`src/rtl/core/huffman_code_bit_packer_top_macros.svh`:
```
// assertion macros for the huffman code bit packer
// used by the top level; no other dependencies
`ifndef HUFFMAN_CODE_BIT_PACKER_TOP_MACROS_SVH
`define HUFFMAN_CODE_BIT_PACKER_TOP_MACROS_SVH

// same-cycle implication, checked outside reset
`define HCBP_ASSERT_NOW(lbl, clk, rst, ante, cons, msg) \
   lbl: assert property (@(posedge clk) disable iff (rst) (ante) |-> (cons)) \
      else $error(msg);

// next-cycle implication, checked outside reset
`define HCBP_ASSERT_NEXT(lbl, clk, rst, ante, cons, msg) \
   lbl: assert property (@(posedge clk) disable iff (rst) (ante) |=> (cons)) \
      else $error(msg);

`endif

```
`src/rtl/core/hcbp_pkg.sv`:
```
// shared types and constants for the huffman code bit packer
// no dependencies
package hcbp_pkg;

   localparam int MAX_CODE_LEN = 32;
   localparam int CODE_WIDTH   = 32;
   localparam int LEN_WIDTH    = 6;
   localparam int SYM_WIDTH    = 8;
   localparam int BYTE_BITS    = 8;
   localparam int TABLE_DEPTH  = 1 << SYM_WIDTH;
   // longest loadable code
   localparam int LEN_LIMIT    = (MAX_CODE_LEN < CODE_WIDTH) ? MAX_CODE_LEN : CODE_WIDTH;
   // pending bits plus one code
   localparam int ACC_WIDTH    = CODE_WIDTH + BYTE_BITS - 1;
   localparam int CNT_WIDTH    = $clog2(ACC_WIDTH + 1);

   typedef enum logic [1:0] {
      CMD_LOAD   = 2'd0,
      CMD_ENCODE = 2'd1,
      CMD_FINISH = 2'd2
   } hcbp_cmd_type;

   typedef enum logic [1:0] {
      ST_IDLE,
      ST_LOOKUP,
      ST_EMIT,
      ST_FLUSH
   } hcbp_state_type;

   typedef struct packed {
      logic [1:0]           cmd;
      logic [SYM_WIDTH-1:0] symbol;
      logic [31:0]          code_bits;
      logic [5:0]           code_len;
   } hcbp_req_type;

   typedef struct packed {
      logic [7:0] out_byte;
      logic       last_of_run;
   } hcbp_rsp_type;

   typedef struct packed {
      logic [LEN_WIDTH-1:0]  len;
      logic [CODE_WIDTH-1:0] code;
   } hcbp_entry_type;

   typedef struct packed {
      logic append;
      logic shift;
      logic clear;
   } hcbp_ctrl_type;

   typedef struct packed {
      logic                 full;
      logic                 append_full;
      logic                 last_byte;
      logic                 empty;
      logic [BYTE_BITS-1:0] low_byte;
   } hcbp_status_type;

endpackage

```
`src/rtl/core/hcbp_packer.sv`:
```
// bit accumulator: appends codes lsb first and drops full bytes
// depends on hcbp_pkg
module hcbp_packer (
   input  logic                       clock,
   input  logic                       reset,
   input  hcbp_pkg::hcbp_ctrl_type    ctrl,
   input  hcbp_pkg::hcbp_entry_type   entry,
   output hcbp_pkg::hcbp_status_type  status
);
   import hcbp_pkg::*;

   logic [ACC_WIDTH-1:0] acc_ff, acc_in;
   logic [CNT_WIDTH-1:0] cnt_ff, cnt_in;
   logic [CNT_WIDTH-1:0] sum;

   // pending count never exceeds seven outside emission
   assign sum = cnt_ff + CNT_WIDTH'(entry.len);

   always_comb begin
      acc_in = acc_ff;
      cnt_in = cnt_ff;
      if (ctrl.clear) begin
         acc_in = '0;
         cnt_in = '0;
      end else if (ctrl.append) begin
         acc_in = acc_ff | (ACC_WIDTH'(entry.code) << cnt_ff[2:0]);
         cnt_in = sum;
      end else if (ctrl.shift) begin
         acc_in = acc_ff >> BYTE_BITS;
         cnt_in = cnt_ff - CNT_WIDTH'(BYTE_BITS);
      end
   end

   always_ff @(posedge clock) begin
      if (reset) begin
         acc_ff <= '0;
         cnt_ff <= '0;
      end else begin
         acc_ff <= acc_in;
         cnt_ff <= cnt_in;
      end
   end

   assign status.full        = (cnt_ff >= CNT_WIDTH'(BYTE_BITS));
   assign status.append_full = (sum >= CNT_WIDTH'(BYTE_BITS));
   assign status.last_byte   = (cnt_ff < CNT_WIDTH'(2 * BYTE_BITS));
   assign status.empty       = (cnt_ff == '0);
   assign status.low_byte    = acc_ff[BYTE_BITS-1:0];

endmodule

```
`config.mk`:
```
export PLATFORM = sky130hd
export DESIGN_NAME = hcbp_packer
export DESIGN_NICKNAME = d
export VERILOG_FILES = /design/src/rtl/core/huffman_code_bit_packer_top_macros.svh /design/src/rtl/core/hcbp_pkg.sv /design/src/rtl/core/hcbp_packer.sv
export SDC_FILE = /design/constraint.sdc
export NUM_CORES = 1
export LEC_CHECK = 0
export ABC_AREA = 0
export ABC_CLOCK_PERIOD_IN_PS = 3100
export BUFFER_PORTS_ARGS = -buffer_cell sky130_fd_sc_hd__buf_2
export CORE_MARGIN = 4
export CORE_UTILIZATION = 52
export DETAILED_ROUTE_END_ITERATION = 12
export GPL_ROUTABILITY_DRIVEN = 0
export PLACE_DENSITY = 0.83
export SLEW_MARGIN = 20
export SYNTH_ARGS = -nofsm -noshare
export SYNTH_HDL_FRONTEND = slang
export SYNTH_SLANG_ARGS = --single-unit
export TNS_END_PERCENT = 1
```
`constraint.sdc`:
```
create_clock -name clock -period 3.1 [get_ports clock]
set_input_delay 0.93 -clock clock [delete_from_list [all_inputs] [get_ports clock]]
set_output_delay 0.93 -clock clock [all_outputs]
set_load 0.03 [all_outputs]
```
==> results of run 1 <==
through the flow:
stage               setup TNS (ns)  hold WS (ns)
global route                -0.201         0.510
detailed placement          -0.252         0.462
finish                      -0.154         0.476
global placement            -0.210         0.457
CTS                         -0.172         0.474
floorplan                  -0.0601         0.437
repair_timing:
item,4_1_cts,5_1_grt
gates cloned,0,0
endpoints found under the setup margin,1,1
pin swaps,6,2
gates resized for setup,2,0
hold buffers,0,0
area by class of cell:
cell class	count	area (sq um)
Timing Repair Buffer	70	399
Clock buffer	5	68.8
Sequential cell	45	903
Multi-Input combinational cell	268	2120
Clock inverter	2	35.0
Fill cell	525	2330
Tap cell	75	93.8
Inverter	28	105
worst reg2reg max path: cells and delay by family, from the launching register on:
kind | cells | cell delay (ns)
AND/OR/NAND/NOR | 2 | 0.24
flip-flops | 1 | 0.36
AO/OA/AOI/OAI | 1 | 0.20
multiplexers | 1 | 0.59
buffers and inverters | 1 | 0.44
how the worst max path moves through the flow:
stage	slack (ns)	to	cells past startpoint	start
after global routing	-0.20	status[10]	8	entry[32]
after global placement	-0.21	status[10]	8	entry[32]
after floorplan	-0.06	status[10]	6	entry[32]
after detailed placement	-0.25	status[10]	8	entry[32]
final	-0.15	status[10]	8	entry[32]
after CTS	-0.17	status[10]	8	entry[32]
metal layers:
layer	track usage, %	up-vias	wire length [microns]
met5	0	-	0
met4	11.9	0	371
met3	3.20	30	577
met2	40.5	143	4210
met1	28.8	1500	3500
li1	-	1498	-
synth_stat cells (all sizes together) (2+ instances only):
cell     count
dfxtp       45
mux2i       39
nor2        31
inv         28
o221ai      25
a31oi       23
buf         23
clkbuf      17
mux2        16
nand2       16
a21oi       15
o21ai       13
ha           7
mux4         7
a22oi        6
nand3        6
o211ai       6
and2         5
o22ai        5
a211oi       4
nand2b       4
nor2b        4
a21o         3
o211a        3
or2          3
xnor2        3
xor2         3
nor3         2
o2111ai      2
o22a         2
sequential cells by signal (all words and copies together) (netlist names):
register,cells
acc_ff,39
cnt_ff,6
power by group through the flow:
stage	sequential (mW)	clock (mW)	combinational, mW
after floorplan	0.636	0	0.290
after global placement	0.642	0	0.381
after detailed placement	0.643	0	0.392
after CTS	0.630	0.441	0.396
after global routing	0.634	0.463	0.436
final	0.630	0.437	0.399
logic make-up (layout without fill, tap and decap cells):
kind of cell	Yosys count	count (layout)	synth area share [%]
fa+ha+maj	8	8	3.24
flops	45	45	27.1
mux	62	62	21.9
xor+xnor	6	6	1.58
simple gates	76	76	10.7
compound gates	116	116	24.8
buf+inv	68	105	10.6
==> out/metrics.cfg, run 1 <==
[yosys]
yosys_warnings=0
synth_area_sq_um=3320
ys_seq_area_share_pct=27.1
ys_seq_elements=45
synth-main-ff-cell=dfxtp_1
synth_area_leaders=dfxtp_1 (27%), mux2i_1 (12%), o221ai_1 (6.6%)
synth_top_area_share_pct=27.1
async_reset_ff_share_pct=0
syn-instance-count=381
yosys.area.top_type=dfxtp_1
synth_edf_count=0
syn_avg_cell_area_sq_um=8.71
ys_types=51
syn_nets=432

[setup_path]
rr_startpoint=cnt_ff[0]$_SDFFE_PP0P_
critPathMaxStageDelay_ns=0.34
slowest_stage=fa_2
critPathRequiredTime_ns=2.17
cp-start-kind=primary input
worstSetupPathType=in2out
path_cells=buf_6 -> ha_4 -> fa_2 -> a21o_1 -> a21oi_2 -> xor2_1 -> o211ai_1 -> buf_4
cp_data_arrival_time_ns=2.32
r2r_slack_ns=1.15
critPathCaptureType=output pin
crit_fanout=2
reg2reg_to=acc_ff[33]$_SDFFE_PP0N_
reg2reg_depth=5
cp_num_buf_inv=2
critPathTopFamily=adder cells

[placement]
dp_slack_ns=-0.252
dp_cells=486
dpl-instance-area_sq_um=3610
portBuffers=54
post-dp-hpwl_microns=6390

[clocking]
path_clk_slew_ns=0.08
cts_sinks=45
clk_latency_ns=0.30
cts_buffer_depth=2
cts_htree_levels=2
cts_buffers=5
cts_tree=built
postCtsSetupBuffers=0
cts_root_buffer=clkbuf_8

[sta]
tightest_slew_ns=0.557
rsz0062_at_grt=true
finClkSkew_ns=0.00559
finalCriticalPeriod_ns=3.25
finalHoldViolCount=0
setup_violations=1
worst_slack_ns=-0.154
fin_crit_sh_pct=105
drv_slew=0
fmax_ghz=0.307
slew_headroom_pct=62.8

[routing]
vias=3171
ant_nets=0
wl_per_cell_microns=17.6
viasPerCell=6.43
dr.pass1.iters=5
drc=0
wl_microns=8660
drt-initial-drc-count=279

[global_routing]
grt_max_degree=42
grt_pass1_wl_microns=14300
grt_usage_pct=23.6
grt-ovfl-total=0
grt_pass1_vias=3017
antenna_found_initial=0

[floorplan]
initial_core_util_pct=54.7
die_w_microns=87.9
fp-row-count=28
die-area_sq_um=7720
io_pins=55
core_sq_um=6060
die_y_microns=87.9

[run_status]
violations=negative setup slack
status=complete, but fails checks

[pwr]
power_density_nw_per_um2=393
power_frac_seq_pct=43.0
finalPower_mw=1.47
pwr-share-clk_pct=29.8
pwr-share-comb_pct=27.2
peakVddDrop_uv=255
internal_power_mw=1.01
sw_frac_of_total_pct=31.0
p_switching_uw=455
p_leak_nw=1.41

[final_layout]
diodes=0
layout-drive-gt1-share_pct=27.8
mostFrequentLayoutCells=buf_2 (52), dfxtp_1 (43), mux2i_1 (39)
final_common_cell=buf_2
nets=469
fin_cells=493
syn_to_final_growth_pct=12.3
final_util_pct=61.5
fin_area_sq_um=3730

[hold_path]
min_path_cells=2
whs_endpoint=acc_ff[10]$_SDFFE_PP0N_
hp-start=acc_ff[10]$_SDFFE_PP0N_
hp-class=reg2reg

[run]
max-cap-violations=0

No activity file was read; power rests on OpenSTA's default activity.
==> run 2, diff against run 1 <==
--- a/config.mk
+++ b/config.mk
@@ -5,15 +5,14 @@
 export SDC_FILE = /design/constraint.sdc
 export NUM_CORES = 1
 export LEC_CHECK = 0
-export ABC_AREA = 0
+export ABC_AREA = 1
 export ABC_CLOCK_PERIOD_IN_PS = 3100
 export BUFFER_PORTS_ARGS = -buffer_cell sky130_fd_sc_hd__buf_2
-export CORE_MARGIN = 4
+export CORE_MARGIN = 5
 export CORE_UTILIZATION = 52
 export DETAILED_ROUTE_END_ITERATION = 12
 export GPL_ROUTABILITY_DRIVEN = 0
-export PLACE_DENSITY = 0.83
-export SLEW_MARGIN = 20
+export PLACE_DENSITY = 0.84
 export SYNTH_ARGS = -nofsm -noshare
 export SYNTH_HDL_FRONTEND = slang
 export SYNTH_SLANG_ARGS = --single-unit
==> run 2 against run 1 <==
The run now ends clean; non-clock buffer count shrank 3; largest power group unchanged; utilization decreased by 3.2 points; synthesized cell count increased by 42%; die area grew 3.8%; via count is 12% higher; sequential share of layout area increased by 0.53 points; highest routed layer unchanged; largest cell class unchanged; critical path depth up 1; area after synthesis fell by 0.87%; setup slack better by 0.16 ns; power shrank 5.5%; combinational power increased by 3%; cell count grew 33%.
==> out/metrics.cfg, run 2 <==
[setup_path]
critPathRequiredTime_ns=2.17  ; about the same
worstSetupPathType=in2out  ; unchanged
cp_num_buf_inv=2  ; unchanged
crit_fanout=2  ; unchanged
slowest_stage=fa_2  ; unchanged
crit_top_cell=buf_6
cp_num_cells=9  ; was 8
cp-start-kind=primary input  ; unchanged
critPathMaxStageDelay_ns=0.34  ; about the same
critPathCaptureType=output pin  ; unchanged
reg2reg_depth=7  ; was 5
critPathTopFamily=adder cells  ; unchanged
path_cells=buf_6 -> ha_4 -> fa_2 -> nand3_2 -> nand2_2 -> xor2_2 -> nor2_1 -> nand2_1 -> buf_6  ; was buf_6 -> ha_4 -> fa_2 -> a21o_1 -> a21oi_2 -> xor2_1 -> o211ai_1 -> buf_4
cp_data_arrival_time_ns=2.17  ; was 2.32 ns

[sta]
rsz0062_at_grt=true  ; unchanged
finalCriticalPeriod_ns=3.10  ; was 3.25 ns
tightest_slew_ns=0.632  ; was 0.557 ns
drv_slew=0  ; unchanged
fin_crit_sh_pct=99.9  ; was 105%
finClkSkew_ns=0.00490  ; was 0.00559 ns
finalSetupTns_ns=0  ; was -0.154 ns
worst_slack_ns=0.00311  ; was -0.154 ns
finalHoldViolCount=0  ; unchanged
slew_headroom_pct=57.8  ; was 62.8%
setup_violations=0  ; was 1
fmax_ghz=0.323  ; was 0.307 GHz
hold_slack_ns=0.448  ; was 0.476 ns

[pwr]
peakVddDrop_uv=237  ; was 255 uV
finalPower_mw=1.39  ; was 1.47 mW
pwr-share-comb_pct=29.7  ; was 27.2%
sw_frac_of_total_pct=34.1  ; was 31.0%
power_density_nw_per_um2=381  ; was 393 nW/um^2
power_frac_seq_pct=45.1  ; was 43.0%
p_switching_uw=472  ; was 455 uW
p_leak_nw=1.76  ; was 1.41 nW
internal_power_uw=914  ; was 1.01 mW
pwr-share-clk_pct=25.2  ; was 29.8%

[yosys]
syn-instance-count=541  ; was 381
synth_edf_count=0  ; unchanged
syn_nets=592  ; was 432
synthTopCellsByCount=nand2_1 (176), nand3_1 (99), inv_1 (46), dfxtp_1 (45), a21oi_1 (40)  ; was dfxtp_1 (45), mux2i_1 (39), nor2_1 (31), inv_1 (28), o221ai_1 (25)
syn_avg_cell_area_sq_um=6.08  ; was 8.71 sq um
synth_top_family_by_area=simple AND/OR/NAND/NOR gates  ; was compound AO/OA/AOI/OAI gates
yosys_warnings=0  ; unchanged
async_reset_ff_share_pct=0  ; unchanged
synth_compound_area_share_pct=14.4  ; was 24.8%
ys_seq_area_share_pct=27.4  ; was 27.1%
synth-main-ff-cell=dfxtp_1  ; unchanged
ys_seq_elements=45  ; unchanged
synth_xor_xnor_area_share_pct=1.07  ; was 1.58%
ys_types=33  ; was 51
synth_top_area_share_pct=27.4  ; was 27.1%
yosys.area_share.simple_pct=39.8  ; was 10.7%
synth_area_leaders=dfxtp_1 (27%), nand2_1 (20%), nand3_1 (15%)  ; was dfxtp_1 (27%), mux2i_1 (12%), o221ai_1 (6.6%)
yosys.area.top_type=dfxtp_1  ; unchanged
synth_fa_ha_area_share_pct=3.27  ; was 3.24%
yosysMostFrequentCell=nand2_1  ; was dfxtp_1
synth_mux_area_share_pct=0  ; was 21.9%
synth_area_sq_um=3290  ; was 3320 sq um

[routing]
wl_per_cell_microns=13.2  ; was 17.6 microns
viasPerCell=5.42  ; was 6.43
drc=0  ; unchanged
vias=3544  ; was 3171
wl_microns=8640  ; was 8660 microns
ant_nets=0  ; unchanged
drt-initial-drc-count=252  ; was 279
dr.pass1.iters=5  ; unchanged

[final_layout]
fin_area_sq_um=3640  ; was 3730 sq um
mostFrequentLayoutCells=nand2_1 (175), nand3_1 (98), buf_2 (52)  ; was buf_2 (52), dfxtp_1 (43), mux2i_1 (39)
reg_top3=acc_ff x39, cnt_ff x6  ; unchanged
final_util_pct=58.3  ; was 61.5%
largest_reg_flops=39  ; unchanged
final_common_cell=nand2_1  ; was buf_2
fin_cells=654  ; was 493
diodes=0  ; unchanged
layout-drive-gt1-share_pct=16.8  ; was 27.8%
syn_to_final_growth_pct=10.6  ; was 12.3%
fill_cells=626  ; was 525
nets=627  ; was 469
largest-register=acc_ff  ; unchanged

[clocking]
cts_sinks=45  ; unchanged
holdBufCountCts=0  ; unchanged
cts_buffers=5  ; unchanged
cts_root_buffer=clkbuf_8  ; unchanged
cts_tree=built  ; unchanged
clk_latency_ns=0.29  ; was 0.30 ns
cts_buffer_depth=2  ; unchanged
path_clk_slew_ns=0.08  ; about the same
cts_htree_levels=2  ; unchanged

[global_routing]
grt_pass1_wl_microns=14000  ; was 14300 microns
grt-ovfl-total=0  ; unchanged
grt_usage_pct=22.1  ; was 23.6%
grt_max_degree=37  ; was 42
grt_pass1_vias=3210  ; was 3017
antenna_found_initial=0  ; unchanged

[floorplan]
core_sq_um=6240  ; was 6060 sq um
initial_core_util_pct=52.7  ; was 54.7%
io_pins=55  ; unchanged
die_y_microns=89.5  ; was 87.9 microns
die_w_microns=89.5  ; was 87.9 microns
fp-row-count=29  ; was 28
die-area_sq_um=8020  ; was 7720 sq um

[placement]
portBuffers=54  ; unchanged
dpl-instance-area_sq_um=3470  ; was 3610 sq um
post-dp-hpwl_microns=6500  ; was 6390 microns
dp_slack_ns=-0.188  ; was -0.252 ns
dp_cells=643  ; was 486

[hold_path]
min_path_cells=2  ; unchanged
hp-class=reg2reg  ; unchanged

[run_status]
status=complete, no violations  ; was complete, but fails checks

[run]
max-cap-violations=0  ; unchanged

-- run 2: worst register-to-register path, delay by kind of cell, from the launching register on --
| family | cells | cell delay [ns] |
|---|---|---|
| buf+inv | 3 | 0.71 |
| simple gates | 4 | 0.57 |
| flops | 1 | 0.40 |
-- run 2: cell type report --
cell class / instances / area, sq um / area share, %
inverters: 53 / 204 / 5.61
multi-input cells: 404 / 1980 / 54.3
repair buffers: 67 / 380 / 10.5
clock buffers: 8 / 80.1 / 2.20
well taps: 77 / 96.3 / 2.65
flip-flops and latches: 45 / 901 / 24.8
-- run 2: power groups by stage --
stage	combinational, mW	clock, mW	sequential (mW)
global route	0.460	0.382	0.628
finish	0.412	0.349	0.625
detailed placement	0.393	0	0.638
CTS	0.402	0.355	0.624
global placement	0.382	0	0.636
floorplan	0.298	0	0.633
-- run 2: kinds of logic (layout without fill, tap and decap cells) --
kind of cell    Yosys count  count (layout)
simple gates            303             303
buf+inv                  92             128
compound gates           89              89
flops                    45              45
fa+ha+maj                 8               8
xor+xnor                  4               4
-- run 2: final timing paths --
kind	from	end	slack, ns
worst min register to register	acc_ff[6]$_SDFFE_PP0N_	acc_ff[6]$_SDFFE_PP0N_	0.45
worst min-delay path	acc_ff[6]$_SDFFE_PP0N_	acc_ff[6]$_SDFFE_PP0N_	0.45
worst max register to register	cnt_ff[1]$_SDFFE_PP0P_	acc_ff[5]$_SDFFE_PP0N_	1.32
worst max-delay path	entry[32]	status[10]	0.003
-- run 2: layer usage --
layer / wire length, microns / GRT usage (%) / share of wire, %
met1: 3550 / 26.1 / 41
met2: 4240 / 38.6 / 49
met3: 490 / 3.41 / 5.7
met4: 354 / 11.1 / 4.1
met5: 0 / 0 / 0
-- run 2: what timing repair did --
item                                    4_1_cts  5_1_grt
setup buffers                                 1        2
gates resized for setup                       9        4
pin swaps                                     5        3
endpoints found under the setup margin        1        1
gates cloned                                  0        0
endpoints found under the hold margin         0        0
